**src/rtl/core/sprite_slot_table_motion_update_core_defines.svh**
```systemverilog
// Assertion macros for the slot table core.
// Included by files that check their own logic; no other dependencies.
`ifndef SPRITE_SLOT_TABLE_MOTION_UPDATE_CORE_DEFINES_SVH
`define SPRITE_SLOT_TABLE_MOTION_UPDATE_CORE_DEFINES_SVH

`ifndef ASSERT_OFF
// Same-cycle implication
`define SSTMU_ASSERT_IMP(label, clk, rst, ante, cons) \
  label: assert property (@(posedge clk) disable iff (rst) (ante) |-> (cons)) \
    else $error("slot table check failed");
// Next-cycle implication
`define SSTMU_ASSERT_NXT(label, clk, rst, ante, cons) \
  label: assert property (@(posedge clk) disable iff (rst) (ante) |=> (cons)) \
    else $error("slot table check failed");
`else
`define SSTMU_ASSERT_IMP(label, clk, rst, ante, cons)
`define SSTMU_ASSERT_NXT(label, clk, rst, ante, cons)
`endif

`endif

```
**src/rtl/core/sstmu_pkg.sv**
```systemverilog
// Shared types and constants for the slot table core.
// No dependencies; used by every module of the core.
package sstmu_pkg;

  localparam int SLOTS  = 16;
  localparam int SLOT_W = (SLOTS > 1) ? $clog2(SLOTS) : 1;
  localparam int CNT_W  = $clog2(SLOTS + 1);

  typedef enum logic [2:0] {
    REQ_SPAWN   = 3'd0,
    REQ_DESTROY = 3'd1,
    REQ_TICK    = 3'd2,
    REQ_MOTION  = 3'd3,
    REQ_READ    = 3'd4,
    REQ_CLEAR   = 3'd5
  } req_type_t;

  typedef enum logic [1:0] {
    ST_OK       = 2'd0,
    ST_FULL     = 2'd1,
    ST_INACTIVE = 2'd2
  } status_t;

  // One slot of the table as held in memory
  typedef struct packed {
    logic        halted;
    logic [15:0] x;
    logic [15:0] y;
    logic [7:0]  vx;
    logic [7:0]  vy;
    logic [7:0]  rate;
    logic [7:0]  tick;
    logic [7:0]  frame;
    logic [7:0]  sprite;
  } slot_rec_t;

endpackage

```
**src/rtl/core/sstmu_slot_mem.sv**
```systemverilog
// Slot record memory: one write port, one read port with registered data.
// Depends on sstmu_pkg for the record type and depth.
module sstmu_slot_mem (
  input  logic                           clk,
  input  logic                           we,
  input  logic [sstmu_pkg::SLOT_W-1:0]   waddr,
  input  sstmu_pkg::slot_rec_t           wdata,
  input  logic [sstmu_pkg::SLOT_W-1:0]   raddr,
  output sstmu_pkg::slot_rec_t           rdata
);

  sstmu_pkg::slot_rec_t mem [sstmu_pkg::SLOTS];

  // Write one record
  always_ff @(posedge clk) begin
    if (we) begin
      mem[waddr] <= wdata;
    end
  end

  // Read one record, registered
  always_ff @(posedge clk) begin
    rdata <= mem[raddr];
  end

endmodule

```
**src/rtl/core/sstmu_motion_alu.sv**
```systemverilog
// Shared motion unit: moves one slot by its velocity and steps its animation.
// Depends on sstmu_pkg for the record type.
module sstmu_motion_alu (
  input  sstmu_pkg::slot_rec_t rec_in,
  output sstmu_pkg::slot_rec_t rec_out
);

  logic [7:0] tick_inc;

  assign tick_inc = rec_in.tick + 8'd1;

  // Add sign-extended velocities with 16-bit wrap, advance tick and frame when rate != 0
  always_comb begin
    rec_out   = rec_in;
    rec_out.x = rec_in.x + {{8{rec_in.vx[7]}}, rec_in.vx};
    rec_out.y = rec_in.y + {{8{rec_in.vy[7]}}, rec_in.vy};
    if (rec_in.rate != 8'd0) begin
      if (tick_inc >= rec_in.rate) begin
        rec_out.tick  = 8'd0;
        rec_out.frame = rec_in.frame + 8'd1;
      end else begin
        rec_out.tick = tick_inc;
      end
    end
  end

endmodule

```
**src/rtl/core/sprite_slot_table_motion_update_core.sv**
```systemverilog
// Top level of the slot table core: request sequencer, active bits and count.
// Depends on sstmu_pkg, sstmu_slot_mem, sstmu_motion_alu and the defines header.
//
// A request is taken when start is high and busy is low; busy then stays high
// until its single result has been shown. The result appears on the result
// ports for exactly one cycle with done high and cannot be held off, so the
// receiver must take it in that cycle. The sequencer visits one slot at a time
// through a single read port and the one motion unit: spawn scans upward from
// slot 0 for the first free slot (every slot when the table is full); destroy
// trims trailing free slots from the count; tick reads each slot below the
// count and writes back each live one that is not halted; set motion reads the
// slot and writes back its new motion fields, and read fetches the slot; clear
// all, a refused request and an unknown request go straight to the result.
// No clearing pass follows reset.
`include "sprite_slot_table_motion_update_core_defines.svh"

module sprite_slot_table_motion_update_core (
  input  logic        clk,
  input  logic        rst,
  input  logic        start,
  output logic        busy,
  input  logic [2:0]  req_type,
  input  logic [3:0]  slot,
  input  logic [7:0]  sprite,
  input  logic [15:0] pos_x,
  input  logic [15:0] pos_y,
  input  logic [7:0]  vel_x,
  input  logic [7:0]  vel_y,
  input  logic [7:0]  anim_rate,
  input  logic        halted,
  output logic        done,
  output logic [1:0]  status,
  output logic [3:0]  slot_out,
  output logic [15:0] out_x,
  output logic [15:0] out_y,
  output logic [7:0]  out_frame,
  output logic [7:0]  out_sprite,
  output logic [4:0]  count
);

  localparam int SW = sstmu_pkg::SLOT_W;
  localparam int CW = sstmu_pkg::CNT_W;

  typedef enum logic [7:0] {
    S_IDLE   = 8'b0000_0001,
    S_FIND   = 8'b0000_0010,
    S_TRIM   = 8'b0000_0100,
    S_TREAD  = 8'b0000_1000,
    S_TCALC  = 8'b0001_0000,
    S_MODIFY = 8'b0010_0000,
    S_RDATA  = 8'b0100_0000,
    S_DONE   = 8'b1000_0000
  } state_t;

  state_t                        state, state_next;
  logic [CW-1:0]                 idx, idx_next;
  logic [CW-1:0]                 used_count, used_count_next;
  logic [sstmu_pkg::SLOTS-1:0]   active, active_next;

  // Request fields held for the length of the item
  logic [3:0]  req_slot;
  logic [7:0]  req_sprite;
  logic [15:0] req_x;
  logic [15:0] req_y;
  logic [7:0]  req_vx;
  logic [7:0]  req_vy;
  logic [7:0]  req_rate;
  logic        req_halted;

  // Result registers
  sstmu_pkg::status_t res_status, res_status_next;
  logic [3:0]  res_slot, res_slot_next;
  logic [15:0] res_x, res_x_next;
  logic [15:0] res_y, res_y_next;
  logic [7:0]  res_frame, res_frame_next;
  logic [7:0]  res_sprite, res_sprite_next;

  logic                   accept;
  logic [SW-1:0]          in_idx;
  logic                   in_addr_ok;
  logic [SW-1:0]          req_idx;
  logic [SW-1:0]          cur_idx;
  logic [CW-1:0]          cnt_m1;

  logic                   mem_we;
  logic [SW-1:0]          mem_waddr;
  logic [SW-1:0]          mem_raddr;
  sstmu_pkg::slot_rec_t   mem_wdata;
  sstmu_pkg::slot_rec_t   mem_rdata;
  sstmu_pkg::slot_rec_t   alu_out;
  sstmu_pkg::slot_rec_t   spawn_rec;
  sstmu_pkg::slot_rec_t   motion_rec;

  assign accept     = start && (state == S_IDLE);
  assign busy       = (state != S_IDLE);
  assign done       = (state == S_DONE);
  assign in_idx     = SW'(slot);
  assign in_addr_ok = (32'(slot) < 32'(sstmu_pkg::SLOTS)) && active[in_idx];
  assign req_idx    = SW'(req_slot);
  assign cur_idx    = idx[SW-1:0];
  assign cnt_m1     = used_count - CW'(1);
  assign mem_raddr  = (state == S_IDLE) ? in_idx : cur_idx;

  // Fresh record for a spawned slot
  always_comb begin
    spawn_rec        = '0;
    spawn_rec.sprite = req_sprite;
    spawn_rec.x      = req_x;
    spawn_rec.y      = req_y;
  end

  // Record with new motion fields, animation kept
  always_comb begin
    motion_rec        = mem_rdata;
    motion_rec.vx     = req_vx;
    motion_rec.vy     = req_vy;
    motion_rec.rate   = req_rate;
    motion_rec.halted = req_halted;
  end

  sstmu_slot_mem u_mem (
    .clk   (clk),
    .we    (mem_we),
    .waddr (mem_waddr),
    .wdata (mem_wdata),
    .raddr (mem_raddr),
    .rdata (mem_rdata)
  );

  sstmu_motion_alu u_alu (
    .rec_in  (mem_rdata),
    .rec_out (alu_out)
  );

  // Sequencer
  always_comb begin
    state_next      = state;
    idx_next        = idx;
    used_count_next = used_count;
    active_next     = active;
    res_status_next = res_status;
    res_slot_next   = res_slot;
    res_x_next      = res_x;
    res_y_next      = res_y;
    res_frame_next  = res_frame;
    res_sprite_next = res_sprite;
    mem_we          = 1'b0;
    mem_waddr       = cur_idx;
    mem_wdata       = alu_out;
    case (state)
      S_IDLE: begin
        if (start) begin
          res_status_next = sstmu_pkg::ST_OK;
          res_slot_next   = slot;
          res_x_next      = '0;
          res_y_next      = '0;
          res_frame_next  = '0;
          res_sprite_next = '0;
          idx_next        = '0;
          case (sstmu_pkg::req_type_t'(req_type))
            sstmu_pkg::REQ_SPAWN: begin
              res_slot_next = '0;
              state_next    = S_FIND;
            end
            sstmu_pkg::REQ_DESTROY: begin
              if (in_addr_ok) begin
                active_next[in_idx] = 1'b0;
                state_next          = S_TRIM;
              end else begin
                res_status_next = sstmu_pkg::ST_INACTIVE;
                state_next      = S_DONE;
              end
            end
            sstmu_pkg::REQ_TICK: begin
              res_slot_next = '0;
              state_next    = S_TREAD;
            end
            sstmu_pkg::REQ_MOTION: begin
              if (in_addr_ok) begin
                state_next = S_MODIFY;
              end else begin
                res_status_next = sstmu_pkg::ST_INACTIVE;
                state_next      = S_DONE;
              end
            end
            sstmu_pkg::REQ_READ: begin
              if (in_addr_ok) begin
                state_next = S_RDATA;
              end else begin
                res_status_next = sstmu_pkg::ST_INACTIVE;
                state_next      = S_DONE;
              end
            end
            sstmu_pkg::REQ_CLEAR: begin
              active_next     = '0;
              used_count_next = '0;
              res_slot_next   = '0;
              state_next      = S_DONE;
            end
            default: begin
              res_slot_next = '0;
              state_next    = S_DONE;
            end
          endcase
        end
      end
      // Scan for the lowest free slot, one per cycle
      S_FIND: begin
        if (idx == CW'(sstmu_pkg::SLOTS)) begin
          res_status_next = sstmu_pkg::ST_FULL;
          state_next      = S_DONE;
        end else if (!active[cur_idx]) begin
          active_next[cur_idx] = 1'b1;
          mem_we               = 1'b1;
          mem_wdata            = spawn_rec;
          if (idx >= used_count) begin
            used_count_next = idx + CW'(1);
          end
          res_slot_next = 4'(idx);
          state_next    = S_DONE;
        end else begin
          idx_next = idx + CW'(1);
        end
      end
      // Drop trailing free slots from the count
      S_TRIM: begin
        if ((used_count != '0) && !active[cnt_m1[SW-1:0]]) begin
          used_count_next = cnt_m1;
        end else begin
          state_next = S_DONE;
        end
      end
      // Fetch the next slot below the count, or finish once the count is reached
      S_TREAD: begin
        if (idx >= used_count) begin
          state_next = S_DONE;
        end else begin
          state_next = S_TCALC;
        end
      end
      // Write back the moved slot if it is live and not halted
      S_TCALC: begin
        if (active[cur_idx] && !mem_rdata.halted) begin
          mem_we = 1'b1;
        end
        idx_next   = idx + CW'(1);
        state_next = S_TREAD;
      end
      S_MODIFY: begin
        mem_we     = 1'b1;
        mem_waddr  = req_idx;
        mem_wdata  = motion_rec;
        state_next = S_DONE;
      end
      S_RDATA: begin
        res_x_next      = mem_rdata.x;
        res_y_next      = mem_rdata.y;
        res_frame_next  = mem_rdata.frame;
        res_sprite_next = mem_rdata.sprite;
        state_next      = S_DONE;
      end
      S_DONE: begin
        state_next = S_IDLE;
      end
      default: begin
        state_next = S_IDLE;
      end
    endcase
  end

  // Control state
  always_ff @(posedge clk) begin
    if (rst) begin
      state      <= S_IDLE;
      idx        <= '0;
      used_count <= '0;
      active     <= '0;
    end else begin
      state      <= state_next;
      idx        <= idx_next;
      used_count <= used_count_next;
      active     <= active_next;
    end
  end

  // Hold request fields and results
  always_ff @(posedge clk) begin
    if (accept) begin
      req_slot   <= slot;
      req_sprite <= sprite;
      req_x      <= pos_x;
      req_y      <= pos_y;
      req_vx     <= vel_x;
      req_vy     <= vel_y;
      req_rate   <= anim_rate;
      req_halted <= halted;
    end
    res_status <= res_status_next;
    res_slot   <= res_slot_next;
    res_x      <= res_x_next;
    res_y      <= res_y_next;
    res_frame  <= res_frame_next;
    res_sprite <= res_sprite_next;
  end

  assign status     = res_status;
  assign slot_out   = res_slot;
  assign out_x      = res_x;
  assign out_y      = res_y;
  assign out_frame  = res_frame;
  assign out_sprite = res_sprite;
  assign count      = 5'(used_count);

  // Checks
  `SSTMU_ASSERT_IMP(a_count_range, clk, rst, 1'b1, used_count <= CW'(sstmu_pkg::SLOTS))
  `SSTMU_ASSERT_NXT(a_accept_busy, clk, rst, start && !busy, busy)
  `SSTMU_ASSERT_NXT(a_done_single, clk, rst, done, !done && !busy)
  `SSTMU_ASSERT_IMP(a_full_count, clk, rst, done && (res_status == sstmu_pkg::ST_FULL), used_count == CW'(sstmu_pkg::SLOTS))

endmodule
```
**config.mk**
```make
export PLATFORM = sky130hd
export DESIGN_NAME = sprite_slot_table_motion_update_core
export DESIGN_NICKNAME = d
export VERILOG_FILES = /design/src/rtl/core/sstmu_pkg.sv /design/src/rtl/core/sstmu_slot_mem.sv /design/src/rtl/core/sstmu_motion_alu.sv /design/src/rtl/core/sprite_slot_table_motion_update_core.sv
export VERILOG_INCLUDE_DIRS = /design/src /design/src/rtl/core
export SDC_FILE = /design/constraint.sdc
export NUM_CORES = 2
export LEC_CHECK = 0
export ABC_AREA = 1
export BUFFER_PORTS_ARGS = -buffer_cell sky130_fd_sc_hd__buf_2
export CORE_ASPECT_RATIO = 0.75
export CORE_UTILIZATION = 48
export CTS_CLUSTER_SIZE = 24
export DETAILED_ROUTE_END_ITERATION = 7
export SYNTH_ARGS = -nofsm -noshare
export SYNTH_HDL_FRONTEND = slang
export SYNTH_HIERARCHICAL = 1
export SYNTH_SLANG_ARGS = --single-unit
```
**constraint.sdc**
```tcl
create_clock -name clk -period 8 [get_ports clk]
set_input_delay 0.4 -clock clk [delete_from_list [all_inputs] [get_ports clk]]
set_output_delay 0.4 -clock clk [all_outputs]
set_load 0.02 [all_outputs]
```
==> impl_table.tex <==
\begin{tabular}{lr}
\hline
Metric & Value \\
\hline
\multicolumn{2}{l}{\textbf{Yosys}} \\
\quad Proportion of synthesized flip-flops having asynchronous set or reset & 0\% \\
\quad Yosys warns & 6 \\
\quad Unique masters post-synth & 51 \\
\quad Number of flops mapped to enable cells by yosys & between 1000 and 1500 \\
\quad Mapped Cells & 6941 \\
\quad Synthesized cell area & approximately 0.07 sq mm \\
\quad Cell types occupying the most area after synthesis & edfxtp\_1, nand2\_1, nand3\_1 \\
\quad Sequential area share after synthesis & 64.99\% \\
\quad Proportion of netlist area held by the largest area contributor & 61.66\% \\
\quad Avg Cell Area, Syn & 9.956 sq um \\
\quad Number of nets produced by synthesis & between 7000 and 8000 \\
\quad Main synth FF type & edfxtp\_1 \\
\quad Yosys top cell by area & edfxtp\_1 \\
\quad Synthesized flop and latch total & 1534 \\
\multicolumn{2}{l}{\textbf{Detailed routing}} \\
\quad Total via count after detailed routing & around 48000 \\
\quad Residual DRC count & 0 \\
\quad Post-route antenna net violation count & 0 \\
\quad Total detailed-routing wirelength & 195600 um \\
\quad Initial DRC count & 5179 \\
\quad WL per Instance & between 20 and 25 um \\
\quad Via density per instance & 5.351 \\
\quad Number of iterations in the first detailed-routing pass & 6 \\
\multicolumn{2}{l}{\textbf{Setup path}} \\
\quad Reg-to-reg critical path endpoint & u\_mem/mem[15][14] \\
\quad R2r startpoint & state[0] \\
\quad Slack of the worst reg-to-reg path & 3.11 ns \\
\quad Count of buffering cells on the critical path with inverters included & 5 \\
\quad Crit-path max cell delay & approximately 0.9 ns \\
\quad Kind of cell adding the most delay to the critical path & buffers and inverters \\
\quad R2R depth & 13 \\
\quad Req. time, crit path & 8.39 ns \\
\quad Worst-path cell chain & nor2\_1, nand2\_1, clkinv\_2, nand4\_1, inv\_1, nor2\_1, inv\_1, o211ai\_1, nand2\_1, nand3\_1, nor2\_4, buf\_4, buf\_4 \\
\quad Highest-delay cell along the critical path & buf\_4 \\
\quad Top fanout value on the critical path & 47 \\
\quad Critical Path Start Type & flop \\
\quad Data arrival time of the critical path & about 5.3 ns \\
\quad Critical path type & reg2reg \\
\quad Kind of capture point of the worst setup path & flop \\
\multicolumn{2}{l}{\textbf{Min path}} \\
\quad Hold/Removal Path Class & in2reg \\
\quad Worst Hold End & state[0] \\
\quad Hold Path Stages & 4 \\
\quad Hold wc startpoint & start \\
\multicolumn{2}{l}{\textbf{Global route}} \\
\quad Total gr overflow & 0 \\
\quad Number of antenna violations at the first check in global routing & 5 \\
\quad Total global-route track usage & 26.78\% \\
\quad Vias in the first global route & 44840 \\
\quad Wire length of the first global-routing pass & slightly below 300000 um \\
\quad Pin count of the biggest net entering global routing & 334 \\
\multicolumn{2}{l}{\textbf{Timing}} \\
\quad Hold Violations, Final & 0 \\
\quad Slew Limit Fails & 0 \\
\quad Number of failing setup endpoints in the final timing report & 0 \\
\quad Post-Route Setup TNS & 0 ns \\
\quad Slew of the pin with the lowest slew margin & 1.351 ns \\
\quad Setup repair after global routing missed its margin & no \\
\quad Period Utilization, post-route & 61.13\% \\
\quad FMAX & 204.5 MHz \\
\quad Relative slew margins & 9.549\% \\
\quad Post-layout minimum cycle time & 4.891 ns \\
\quad Worst setup skew after layout & 0.03237 ns \\
\multicolumn{2}{l}{\textbf{Run}} \\
\quad Max capacitance violation total & 0 \\
\multicolumn{2}{l}{\textbf{Floorplan}} \\
\quad Die span in x & 440.1 um \\
\quad Area enclosed by the die boundary & around 0.15 sq mm \\
\quad Standard-cell rows & 120 \\
\quad Core outline area & approximately 0.14 sq mm \\
\quad IO Count & 136 \\
\quad Die Height & between 300 and 400 um \\
\quad Starting density of the core & between 40\% and 50\% \\
\multicolumn{2}{l}{\textbf{Placed design}} \\
\quad Total of buffers placed on input and output ports & 135 \\
\quad Total placed cells including tap cells & $\sim$8700 \\
\quad Routability-driven placement congestion ratio & 0.9062 \\
\quad Half-perimeter wire length of the detailed placement result & 99580 um \\
\quad Post-place instance area & 0.07073 sq mm \\
\multicolumn{2}{l}{\textbf{Power}} \\
\quad Power per standard cell area & about 320 mW/mm\^{}2 \\
\quad Worst vdd ir & approximately 0.17 mV \\
\quad Leak pwr & 32.67 nW \\
\multicolumn{2}{l}{\textbf{Run status}} \\
\quad Run status & complete, no violations \\
\multicolumn{2}{l}{\textbf{Clock network}} \\
\quad Clock slew seen by the registers of the worst setup and hold paths & 0.06 ns \\
\quad Setup fix buffers added after clock tree synthesis & 0 \\
\quad CTS root buf & clkbuf\_16 \\
\quad Clk sink count & 1534 \\
\quad CTS Buffer Depth & 3 \\
\quad Cts bufs inserted & 152 \\
\quad CTS tree & yes \\
\quad H-tree levels & 4 \\
\quad Skew-Pair Late Insertion Delay & about 0.8 ns \\
\multicolumn{2}{l}{\textbf{Final layout}} \\
\quad Post-route non-filler standard cell count & 9029 \\
\quad Fraction of layout instances using a drive strength above 1 & 7.498\% \\
\quad Most frequent cells in the layout & nand2\_1, edfxtp\_1, nand3\_1 \\
\quad Most frequent standard cell in the layout excluding fill and tap cells & nand2\_1 \\
\quad Relative area change from synthesis to final layout & 10.71\% \\
\quad Design area & approximately 0.077 sq mm \\
\quad Final Net Count & 7138 \\
\hline
\end{tabular}
## repair_timing
action / CTS / global route
resized for setup: 0 / 0
hold endpoints to repair: 78 / 0
hold buffers: 73 / 0
## through the flow
step | utilization [%] | setup slack, ns | hold slack [ns] | power (mW)
detailed placement | 49.53 | 3.168 | 0.4985 | 17.18
global placement | 49.53 | 3.322 | 0.5005 | 17.09
floorplan | - | 2.483 | 0.4621 | 15.19
global route | 53.57 | 2.893 | 0.1388 | 25.44
CTS | 53.57 | 3.141 | 0.09237 | 24.44
finish | 53.58 | 3.109 | 0.1646 | 24.36
## power breakdown
part / internal, mW / switching [mW]
clock network: 4.17 / 3.08
registers: 10.8 / 0.384
logic: 1.47 / 4.42
total: 16.5 / 7.88
## cells in the mapped netlist (all sizes together) (2+ instances only)
| cell | count |
|---|---|
| clkbuf | 77 |
| buf | 300 |
| xor2 | 23 |
| a211oi | 2 |
| a31oi | 8 |
| nand3b | 6 |
| o21ai | 121 |
| ha | 51 |
| edfxtp | 1419 |
| o211ai | 41 |
| nand4 | 21 |
| dfxtp | 115 |
| xnor2 | 5 |
| nor3 | 8 |
| nor4 | 4 |
| o21bai | 2 |
| o22ai | 5 |
| a21oi | 60 |
| a21o | 2 |
| nand3 | 1208 |
| nor2 | 226 |
| inv | 1183 |
| and2 | 3 |
| clkinv | 2 |
| nand2 | 2041 |
| fa | 2 |
## cells by family after synthesis
family                   Yosys count  synth area share [%]
AND/OR/NAND/NOR                 3520                 21.72
buffers and inverters           1562                 9.935
flip-flops                      1534                 64.99
AO/OA/AOI/OAI                    244                 2.001
adder cells (fa/ha/maj)           53                0.9814
XOR/XNOR                          28                0.3657
## per-layer routing
layer / share of wire, % / GRT usage, % / vias up
met2: 45 / 41.45 / 2046
li1: - / - / 22700
met4: 3.3 / 9.564 / 4
met1: 43 / 38.23 / 23210
met3: 8.1 / 4.439 / 359
met5: 0.013 / 0 / -
## how the worst max path moves through the flow
stage / from / to / slack (ns) / cells after the start
2_1_floorplan: state[1] / u_mem/mem[12][0] / 2.48 / 10
3_3_place_gp: state[0] / u_mem/mem[15][13] / 3.32 / 13
3_5_place_dp: state[0] / u_mem/mem[15][12] / 3.17 / 13
4_1_cts: state[0] / u_mem/mem[15][19] / 3.14 / 13
5_1_grt: state[0] / u_mem/mem[15][28] / 2.89 / 13
6_report: state[0] / u_mem/mem[15][14] / 3.11 / 13
## worst register-to-register path: stages (launching register included)
cell,delay [ns]
dfxtp_1,0.31
nor2_1,0.20
nand2_1,0.13
clkinv_2,0.58
nand4_1,0.36
inv_1,0.12
nor2_1,0.06
inv_1,0.19
o211ai_1,0.17
nand2_1,0.17
nand3_1,0.34
nor2_4,0.20
buf_4,0.66
buf_4,0.92
## state kept, by name, summed over array words and instances, names as in the netlist
register / count
u_mem/mem: 1296
u_mem/rdata: 81
active: 16
out_x: 16
out_y: 16
req_x: 16
req_y: 16
out_frame: 8
out_sprite: 8
req_rate: 8
req_sprite: 8
req_vx: 8
req_vy: 8
state: 8
count: 5
idx: 5
req_idx: 4
slot_out: 4
status: 2
req_halted: 1
## final cells by class
class / instances / area, sq um
fillers: 12570 / 66290
flip-flops and latches: 1534 / 44910
multi-input cells: 3845 / 17520
inverters: 1185 / 4501
clock buffers: 211 / 4320
well taps: 1891 / 2366
repair buffers: 292 / 2162
clock inverters: 68 / 708.2
diodes: 3 / 7.507
No activity file was read; power rests on OpenSTA's default activity.
